===== config.mk =====
export PLATFORM = sky130hd
export DESIGN_NAME = key_debounce_click_repeat_unit
export DESIGN_NICKNAME = d
export VERILOG_FILES = /design/src/rtl/core/kdcr_pkg.sv /design/src/rtl/core/key_debounce_click_repeat_unit.sv /design/src/rtl/core/kdcr_cfg.sv /design/src/rtl/core/kdcr_step.sv
export SDC_FILE = /design/constraint.sdc
export NUM_CORES = 1
export LEC_CHECK = 0
export BUFFER_PORTS_ARGS = -buffer_cell sky130_fd_sc_hd__buf_4
export CORE_ASPECT_RATIO = 0.5
export CORE_MARGIN = 2
export CORE_UTILIZATION = 30
export DETAILED_ROUTE_END_ITERATION = 6
export SETUP_SLACK_MARGIN = 0.2
export SLEW_MARGIN = 20
export SYNTH_ARGS = -nofsm -noshare
export SYNTH_HDL_FRONTEND = slang
export SYNTH_HIERARCHICAL = 1
export SYNTH_SLANG_ARGS = --single-unit
export TNS_END_PERCENT = 100

===== constraint.sdc =====
create_clock -name clk -period 7.5 [get_ports clk]
set_input_delay 0.75 -clock clk [delete_from_list [all_inputs] [get_ports clk]]
set_output_delay 0.75 -clock clk [all_outputs]
set_load 0.005 [all_outputs]

===== src/rtl/core/kdcr_pkg.sv =====
package kdcr_pkg;

  localparam int TIMER_BITS = 7;

  typedef logic [TIMER_BITS:0] timer_t;

  localparam timer_t TIMER_FLAG = {1'b1, {TIMER_BITS{1'b0}}};
  localparam timer_t TIMER_ZERO = '0;
  localparam timer_t TIMER_ONE  = {{TIMER_BITS{1'b0}}, 1'b1};

  localparam logic [7:0] HOLD_MAX   = 8'hff;
  localparam logic [7:0] HOLD_FIRST = 8'd3;

  typedef enum logic [2:0] {
    ST_NOPRESS = 3'd0,
    ST_PRESS   = 3'd1,
    ST_DOUBLE  = 3'd2,
    ST_KEEP    = 3'd3,
    ST_KEEPED  = 3'd4
  } status_t;

  typedef enum logic [2:0] {
    REG_DEBOUNCE     = 3'd0,
    REG_DOUBLE_WIN   = 3'd1,
    REG_FIRST_REPORT = 3'd2,
    REG_HOLD_START   = 3'd3,
    REG_REPEAT       = 3'd4,
    REG_IDLE_LEVEL   = 3'd5
  } cfg_index_t;

  typedef struct packed {
    logic [6:0] debounce_ticks;
    logic [7:0] double_window_ticks;
    logic [6:0] first_report_ticks;
    logic [6:0] hold_start_ticks;
    logic [6:0] repeat_ticks;
    logic       idle_level;
  } cfg_t;

  typedef struct packed {
    logic       emit;
    logic       key_level;
    status_t    key_status;
    logic [5:0] hold_quarters;
  } result_t;

  // fit a 7-bit tick setting to the timer count field
  function automatic logic [TIMER_BITS-1:0] to_count(input logic [6:0] v);
    logic [TIMER_BITS+6:0] ext;
    ext = {{TIMER_BITS{1'b0}}, v};
    return ext[TIMER_BITS-1:0];
  endfunction

endpackage


===== src/rtl/core/key_debounce_click_repeat_unit.sv =====
// Single push-button handler: one input transfer is one sampling tick of the pin, and each
// tick yields zero or one report (level, status PRESS/DOUBLE/KEEP/KEEPED, held time in
// quarters). It takes one tick per clock cycle unless the output stalls: the tick lands in
// an input register, the debounce, double-click and repeat timers update in one pass of
// logic, and the report sits in an output register until taken. Ticks that give no
// report still pass through the same two stages. Configuration registers reset to their
// defaults; write them only while no tick is in flight, which the block does not enforce.
module key_debounce_click_repeat_unit (
  input  logic        clk,
  input  logic        rst,
  input  logic        s_tvalid,
  output logic        s_tready,
  input  logic [7:0]  s_tdata,   // [0] pin_level, [1] hold_claimed
  output logic        m_tvalid,
  input  logic        m_tready,
  output logic [15:0] m_tdata,   // [0] key_level, [3:1] key_status, [9:4] hold_quarters
  input  logic        cfg_valid,
  output logic        cfg_ready,
  input  logic [2:0]  cfg_index,
  input  logic [7:0]  cfg_data
);
  import kdcr_pkg::*;

  cfg_t    cfg;
  result_t result;
  logic    in_valid;
  logic    in_pin;
  logic    in_claimed;
  logic    advance;

  assign cfg_ready = 1'b1;
  assign advance   = in_valid && (!m_tvalid || m_tready);
  assign s_tready  = !in_valid || advance;

  kdcr_cfg u_cfg (
    .clk      (clk),
    .rst      (rst),
    .wr_en    (cfg_valid && cfg_ready),
    .wr_index (cfg_index),
    .wr_data  (cfg_data),
    .cfg      (cfg)
  );

  kdcr_step u_step (
    .clk          (clk),
    .rst          (rst),
    .advance      (advance),
    .pin_level    (in_pin),
    .hold_claimed (in_claimed),
    .cfg          (cfg),
    .result       (result)
  );

  always_ff @(posedge clk) begin
    if (rst) begin
      in_valid <= 1'b0;
    end else if (s_tready) begin
      in_valid <= s_tvalid;
    end
  end

  always_ff @(posedge clk) begin
    if (s_tready && s_tvalid) begin
      in_pin     <= s_tdata[0];
      in_claimed <= s_tdata[1];
    end
  end

  always_ff @(posedge clk) begin
    if (rst) begin
      m_tvalid <= 1'b0;
    end else if (!m_tvalid || m_tready) begin
      m_tvalid <= advance && result.emit;
    end
  end

  always_ff @(posedge clk) begin
    if (advance && result.emit && (!m_tvalid || m_tready)) begin
      m_tdata <= {6'd0, result.hold_quarters, result.key_status, result.key_level};
    end
  end

  a_no_nopress_report: assert property (@(posedge clk) disable iff (rst)
    m_tvalid |-> m_tdata[3:1] != ST_NOPRESS)
    else $error("report carries nopress status");

  a_level_pressed: assert property (@(posedge clk) disable iff (rst)
    (m_tvalid && !$past(m_tvalid && !m_tready) && !$past(cfg_valid)) |->
      m_tdata[0] != cfg.idle_level)
    else $error("report level equals idle level");

  a_quarters_on_repeat: assert property (@(posedge clk) disable iff (rst)
    (m_tvalid && m_tdata[9:4] != 6'd0) |->
      (m_tdata[3:1] == ST_KEEP || m_tdata[3:1] == ST_KEEPED))
    else $error("held time on a first report");

endmodule


===== src/rtl/core/kdcr_cfg.sv =====
module kdcr_cfg (
  input  logic             clk,
  input  logic             rst,
  input  logic             wr_en,
  input  logic [2:0]       wr_index,
  input  logic [7:0]       wr_data,
  output kdcr_pkg::cfg_t   cfg
);
  import kdcr_pkg::*;

  always_ff @(posedge clk) begin
    if (rst) begin
      cfg.debounce_ticks      <= 7'd2;
      cfg.double_window_ticks <= 8'd30;
      cfg.first_report_ticks  <= 7'd5;
      cfg.hold_start_ticks    <= 7'd100;
      cfg.repeat_ticks        <= 7'd25;
      cfg.idle_level          <= 1'b1;
    end else if (wr_en) begin
      case (cfg_index_t'(wr_index))
        REG_DEBOUNCE:     cfg.debounce_ticks      <= wr_data[6:0];
        REG_DOUBLE_WIN:   cfg.double_window_ticks <= wr_data;
        REG_FIRST_REPORT: cfg.first_report_ticks  <= wr_data[6:0];
        REG_HOLD_START:   cfg.hold_start_ticks    <= wr_data[6:0];
        REG_REPEAT:       cfg.repeat_ticks        <= wr_data[6:0];
        REG_IDLE_LEVEL:   cfg.idle_level          <= wr_data[0];
        default: ;
      endcase
    end
  end

endmodule


===== src/rtl/core/kdcr_step.sv =====
module kdcr_step (
  input  logic              clk,
  input  logic              rst,
  input  logic              advance,
  input  logic              pin_level,
  input  logic              hold_claimed,
  input  kdcr_pkg::cfg_t    cfg,
  output kdcr_pkg::result_t result
);
  import kdcr_pkg::*;

  timer_t     debounce_count, debounce_count_next;
  timer_t     repeat_count, repeat_count_next;
  logic [7:0] double_window, double_window_next;
  logic [7:0] hold_count, hold_count_next;
  status_t    status_code, status_code_next;
  logic       key_down, key_down_next;
  logic       double_mark, double_mark_next;

  always_ff @(posedge clk) begin
    if (rst) begin
      debounce_count <= TIMER_ZERO;
      repeat_count   <= TIMER_ZERO;
      double_window  <= '0;
      hold_count     <= '0;
      status_code    <= ST_NOPRESS;
      key_down       <= 1'b0;
      double_mark    <= 1'b0;
    end else if (advance) begin
      debounce_count <= debounce_count_next;
      repeat_count   <= repeat_count_next;
      double_window  <= double_window_next;
      hold_count     <= hold_count_next;
      status_code    <= status_code_next;
      key_down       <= key_down_next;
      double_mark    <= double_mark_next;
    end
  end

  always_comb begin
    logic pressed;
    pressed             = pin_level != cfg.idle_level;
    debounce_count_next = debounce_count;
    repeat_count_next   = repeat_count;
    double_window_next  = double_window;
    double_mark_next    = double_mark;
    hold_count_next     = hold_count;
    status_code_next    = status_code;
    key_down_next       = key_down;
    result              = '0;

    if (debounce_count[TIMER_BITS-1:0] != '0) debounce_count_next = debounce_count - TIMER_ONE;
    if (repeat_count[TIMER_BITS-1:0] != '0) repeat_count_next = repeat_count - TIMER_ONE;
    if (double_window != '0) double_window_next = double_window - 8'd1;
    else double_mark_next = 1'b0;

    if (pressed) begin
      if (debounce_count_next == TIMER_ZERO) begin
        debounce_count_next = {1'b1, to_count(cfg.debounce_ticks)};
      end else if (debounce_count_next == TIMER_FLAG && !key_down) begin
        key_down_next = 1'b1;
        if (!double_mark_next || double_window_next == '0) begin
          double_mark_next   = 1'b1;
          status_code_next   = ST_PRESS;
          double_window_next = cfg.double_window_ticks;
        end else begin
          status_code_next = ST_DOUBLE;
          double_mark_next = 1'b0;
        end
        repeat_count_next = {1'b0, to_count(cfg.first_report_ticks)};
        hold_count_next   = '0;
      end
    end else if (key_down) begin
      debounce_count_next = TIMER_ZERO;
      repeat_count_next   = TIMER_ZERO;
      key_down_next       = 1'b0;
      status_code_next    = ST_NOPRESS;
    end

    if (key_down_next && repeat_count_next[TIMER_BITS-1:0] == '0) begin
      result.emit       = 1'b1;
      result.key_level  = ~cfg.idle_level;
      result.key_status = status_code_next;
      if (repeat_count_next == TIMER_ZERO) begin
        repeat_count_next    = {1'b1, to_count(cfg.hold_start_ticks)};
        status_code_next     = ST_KEEP;
        hold_count_next      = HOLD_FIRST;
        result.hold_quarters = '0;
      end else begin
        repeat_count_next = {1'b1, to_count(cfg.repeat_ticks)};
        if (hold_count_next != HOLD_MAX) hold_count_next = hold_count_next + 8'd1;
        result.hold_quarters = hold_count_next[7:2];
        if (hold_claimed) status_code_next = ST_KEEPED;
      end
    end
  end

endmodule


==> impl_summary.log <==
INFO  metric grt_util_all_layers = between 10 and 15%
INFO  metric critical_path_required = approximately 7.5 ns
INFO  metric grt_start_max_net_pins = 80
INFO  metric drcViolationCount = 0
INFO  metric synth_warnings = 6
INFO  metric hold_viol = 0
INFO  metric initial_util = 31.2%
INFO  metric floorplan.rows = 32
INFO  metric initial_antenna_violation_count = 0
INFO  metric tightest_slew = 0.990 ns
INFO  metric max-vdd-ir-drop = ~95 µV
INFO  metric achievable-frequency = 256 MHz
INFO  metric floorplan.die_area = around 17000 µm²
INFO  metric postCtsResizedCells = 0
INFO  metric finalWorstPathRequiredPeriod = slightly below 4 ns
INFO  metric post-route-period-util = a little over half
INFO  metric place_congestion = 0.832
INFO  metric stdcell_area = roughly 5500 µm²
INFO  metric critPathCaptureType = flop
INFO  metric io_buffer_count = 29
INFO  metric post_synthesis_compound_gate_area_fraction = ~17%
INFO  metric crit_family = simple AND/OR/NAND/NOR gates
INFO  metric cts_buffers = 9
INFO  metric gate_count_post_synth = 548
INFO  metric cts.sink_count = between 80 and 90
INFO  metric post_synthesis_async_set_or_reset_flop_share = 0%
INFO  metric clock_slew_at_reported_path_ffs = 0.07 ns
INFO  metric area_growth = 13.0%
INFO  metric antenna_left = 0
INFO  metric fillerInstances = between 1.5k and 2k
INFO  metric vias_per_instance = about 5.2
INFO  metric worst_path_fanout_max = 10
INFO  metric synthesis.area = 4890 µm²
INFO  metric detailroute.via_count = approximately 4.1k
INFO  metric synth_xor_area_share = under 10%
INFO  metric total_leakage_power = ~2.0 nW
INFO  metric cts_max_level = 3
INFO  metric clock_tree_buffer_depth = 2
INFO  metric cp_slowest_cell = nor2b_1
INFO  metric width_of_the_die = 185 µm
INFO  metric timing.setup.tns = 0 ns
INFO  metric final_nets = ~590
INFO  metric cp_cell_sequence = inv_1 -> ha_1 -> or3b_1 -> a2bb2oi_1 -> a211oi_2 -> nand3_2 -> o31a_1 -> inv_1 -> nand2_1 -> nor2b_1
INFO  metric synthMuxAreaShare = a little under an eighth
INFO  metric final-setup-viol-count = 0
INFO  metric cts-root-buf = clkbuf_16
INFO  metric post_synth_fa_ha_maj_area_fraction = around 1.3%
INFO  metric wire_length_of_the_first_global_routing_pass = just over 20000 µm
INFO  metric crit_path_frequent_cell = inv_1
INFO  metric result_of_the_run = complete, no violations
INFO  metric post_drt_wl_per_cell = between 15 and 20 µm
INFO  metric power.density = ~220 nW/µm²
INFO  metric yosysSeqAreaShare = between 30% and 40%
INFO  metric diodes = 0
INFO  metric tritoncts = done
INFO  metric timing.critical_path.slowest_cell_delay = roughly 0.7 ns
INFO  metric placedInstanceArea = 5230 µm²
INFO  metric grt_remaining_overflow = 0
INFO  metric synth-simple-area-share = between 20% and 30%
INFO  metric worstSetupPathType = flop to flop
INFO  metric yosys.cell_types.count = between 70 and 80
INFO  metric hpwl = 8650 µm
INFO  metric drt_first_pass_iters = 5
INFO  metric worst-path-buf-inv = 2
INFO  metric rsz0062_at_grt = no
INFO  metric finalWirelength = 12500 µm
INFO  metric synth_edf_count = 12
INFO  metric finalMaxSlewViolations = 0
INFO  metric hold_buf_count_cts = 0
INFO  metric final-seq-area = 1880 µm²
INFO  metric timing.hold.worst.class = flop to flop
INFO  metric combined_area_of_the_multi_input_logic_cells = roughly 2800 µm²
INFO  metric drv.max_cap_violation_count = 0
INFO  metric flop_and_latch_count_out_of_synthesis = 88
INFO  metric main_combinational_cell_family_by_area_after_synthesis = simple AND/OR/NAND/NOR gates
INFO  metric max-slew-margin-rel = ~34%
INFO  metric die_height = between 90 and 100 µm
INFO  metric worst_setup_path_start_kind = flop
INFO  metric first_iter_violations = between 300 and 400
INFO  metric via_count_of_the_first_global_routing_pass = 3789
INFO  metric floorplan.core_area = 15700 µm²
INFO  metric clkLatencyLatePin = 0.34 ns
INFO  metric drive_above_1_share = between 10% and 20%
INFO  metric timing.clock.skew = about 0.013 ns
INFO  metric synth_area_per_cell = ~9 µm²
INFO  metric arrival = between 3 and 4 ns
INFO  metric boundary_pin_count = 43
INFO  metric cts_setup_buffers = 0
INFO  metric synth_top_flop_cell = dfxtp_1
## layout make-up
cell class                      count  share of cell area, %
Timing Repair Buffer               32                   4.35
Multi-Input combinational cell    411                   50.5
Clock buffer                       10                   4.14
Clock inverter                      6                  0.997
Sequential cell                    88                   34.1
Tap cell                          221                   5.01
Inverter                           14                  0.951
## registers in the layout (all words and copies together) (netlist names), 3 cells and up
signal                 flops
u_step/hold_count          8
u_step/double_window       8
m_tdata                   10
u_cfg/cfg                 37
u_step/debounce_count      8
u_step/status_code         3
u_step/repeat_count        8
## path summary, 6_finish.rpt
check                                              start               endpoint  slack [ns]  cells past startpoint
worst max-delay path            u_step/debounce_count[0]             m_tdata[1]        3.60                     10
worst min-delay path               u_step/status_code[2]  u_step/status_code[2]        0.46                      2
worst max register to register  u_step/debounce_count[0]             m_tdata[1]        3.60                     10
worst min register to register     u_step/status_code[2]  u_step/status_code[2]        0.46                      2
## where the power goes
part	switching, mW	total [mW]	internal, mW
clock	0.209	0.443	0.234
sequential	0.0214	0.515	0.494
combinational	0.141	0.245	0.103
total	0.372	1.20	0.831
## through the flow
step	worst slack [ns]	instances	util [%]	hold WS, ns	power, mW
after detailed placement	3.57	766	33.4	0.448	0.765
after floorplan	4.23	553	-	0.427	0.712
after global routing	3.29	782	35.3	0.486	1.26
after CTS	3.56	782	35.2	0.458	1.21
final	3.60	782	35.3	0.460	1.20
after global placement	3.62	766	33.4	0.436	0.762
## kinds of logic after synthesis
family / after synthesis
AND/OR/NAND/NOR: 220
AO/OA/AOI/OAI: 115
flip-flops: 88
multiplexers: 54
buffers and inverters: 54
XOR/XNOR: 10
adder cells (fa/ha/maj): 5
other: 2
## synthesized netlist by cell type, types with 4 or more instances
library cell / count / area, µm²
edfxtp_1: 12 / 360
a211oi_1: 8 / 60.1
ha_1: 5 / 62.6
buf_4: 7 / 52.6
nand2b_1: 39 / 244
a22oi_1: 5 / 37.5
xnor2_1: 8 / 70.1
nor2_1: 67 / 251
nand3_1: 11 / 55.1
inv_1: 14 / 52.6
nand2_1: 26 / 97.6
nor2b_1: 4 / 25.0
dfxtp_1: 76 / 1520
nor3_1: 19 / 95.1
mux2_2: 10 / 113
a21oi_1: 20 / 100
mux2i_1: 44 / 440
nor4_1: 10 / 62.6
and2_1: 6 / 37.5
and3_1: 4 / 25.0
or4_1: 4 / 30.0
buf_2: 8 / 40.0
clkbuf_1: 23 / 86.3
a32oi_1: 4 / 35.0
a221oi_1: 6 / 52.6
o21ai_0: 22 / 110
a31oi_1: 9 / 56.3
## cell usage in the layout, fill, tap and decap left out, types with 4 or more instances in the layout
cell type and count:
a211oi_1 8, a21oi_1 20, a221oi_1 6, a22oi_1 5
a31oi_1 9, a32oi_1 4, and2_1 5, and3_1 4
buf_4 32, clkbuf_16 9, conb_1 7, dfxtp_1 76
edfxtp_1 12, ha_1 5, inv_1 14, mux2_2 10
mux2i_1 44, nand2_1 26, nand2b_1 39, nand3_1 11
nor2_1 67, nor2b_1 4, nor3_1 19, nor4_1 10
o21ai_0 22, or4_1 4, xnor2_1 8
## worst reg2reg max path, stage by stage, from the launching register on
cell and delay (ns):
dfxtp_1 0.38, inv_1 0.08, ha_1 0.23, or3b_1 0.49
a2bb2oi_1 0.20, a211oi_2 0.46, nand3_2 0.34, o31a_1 0.49
inv_1 0.09, nand2_1 0.07, nor2b_1 0.70
## routing by layer
layer,part of all wire [%],global-route usage (%)
met2,40,20.9
met5,0,0
met1,53,22.1
met3,5.2,4.11
met4,0.97,3.60
Note: power is estimated with default switching activity, not from simulation.
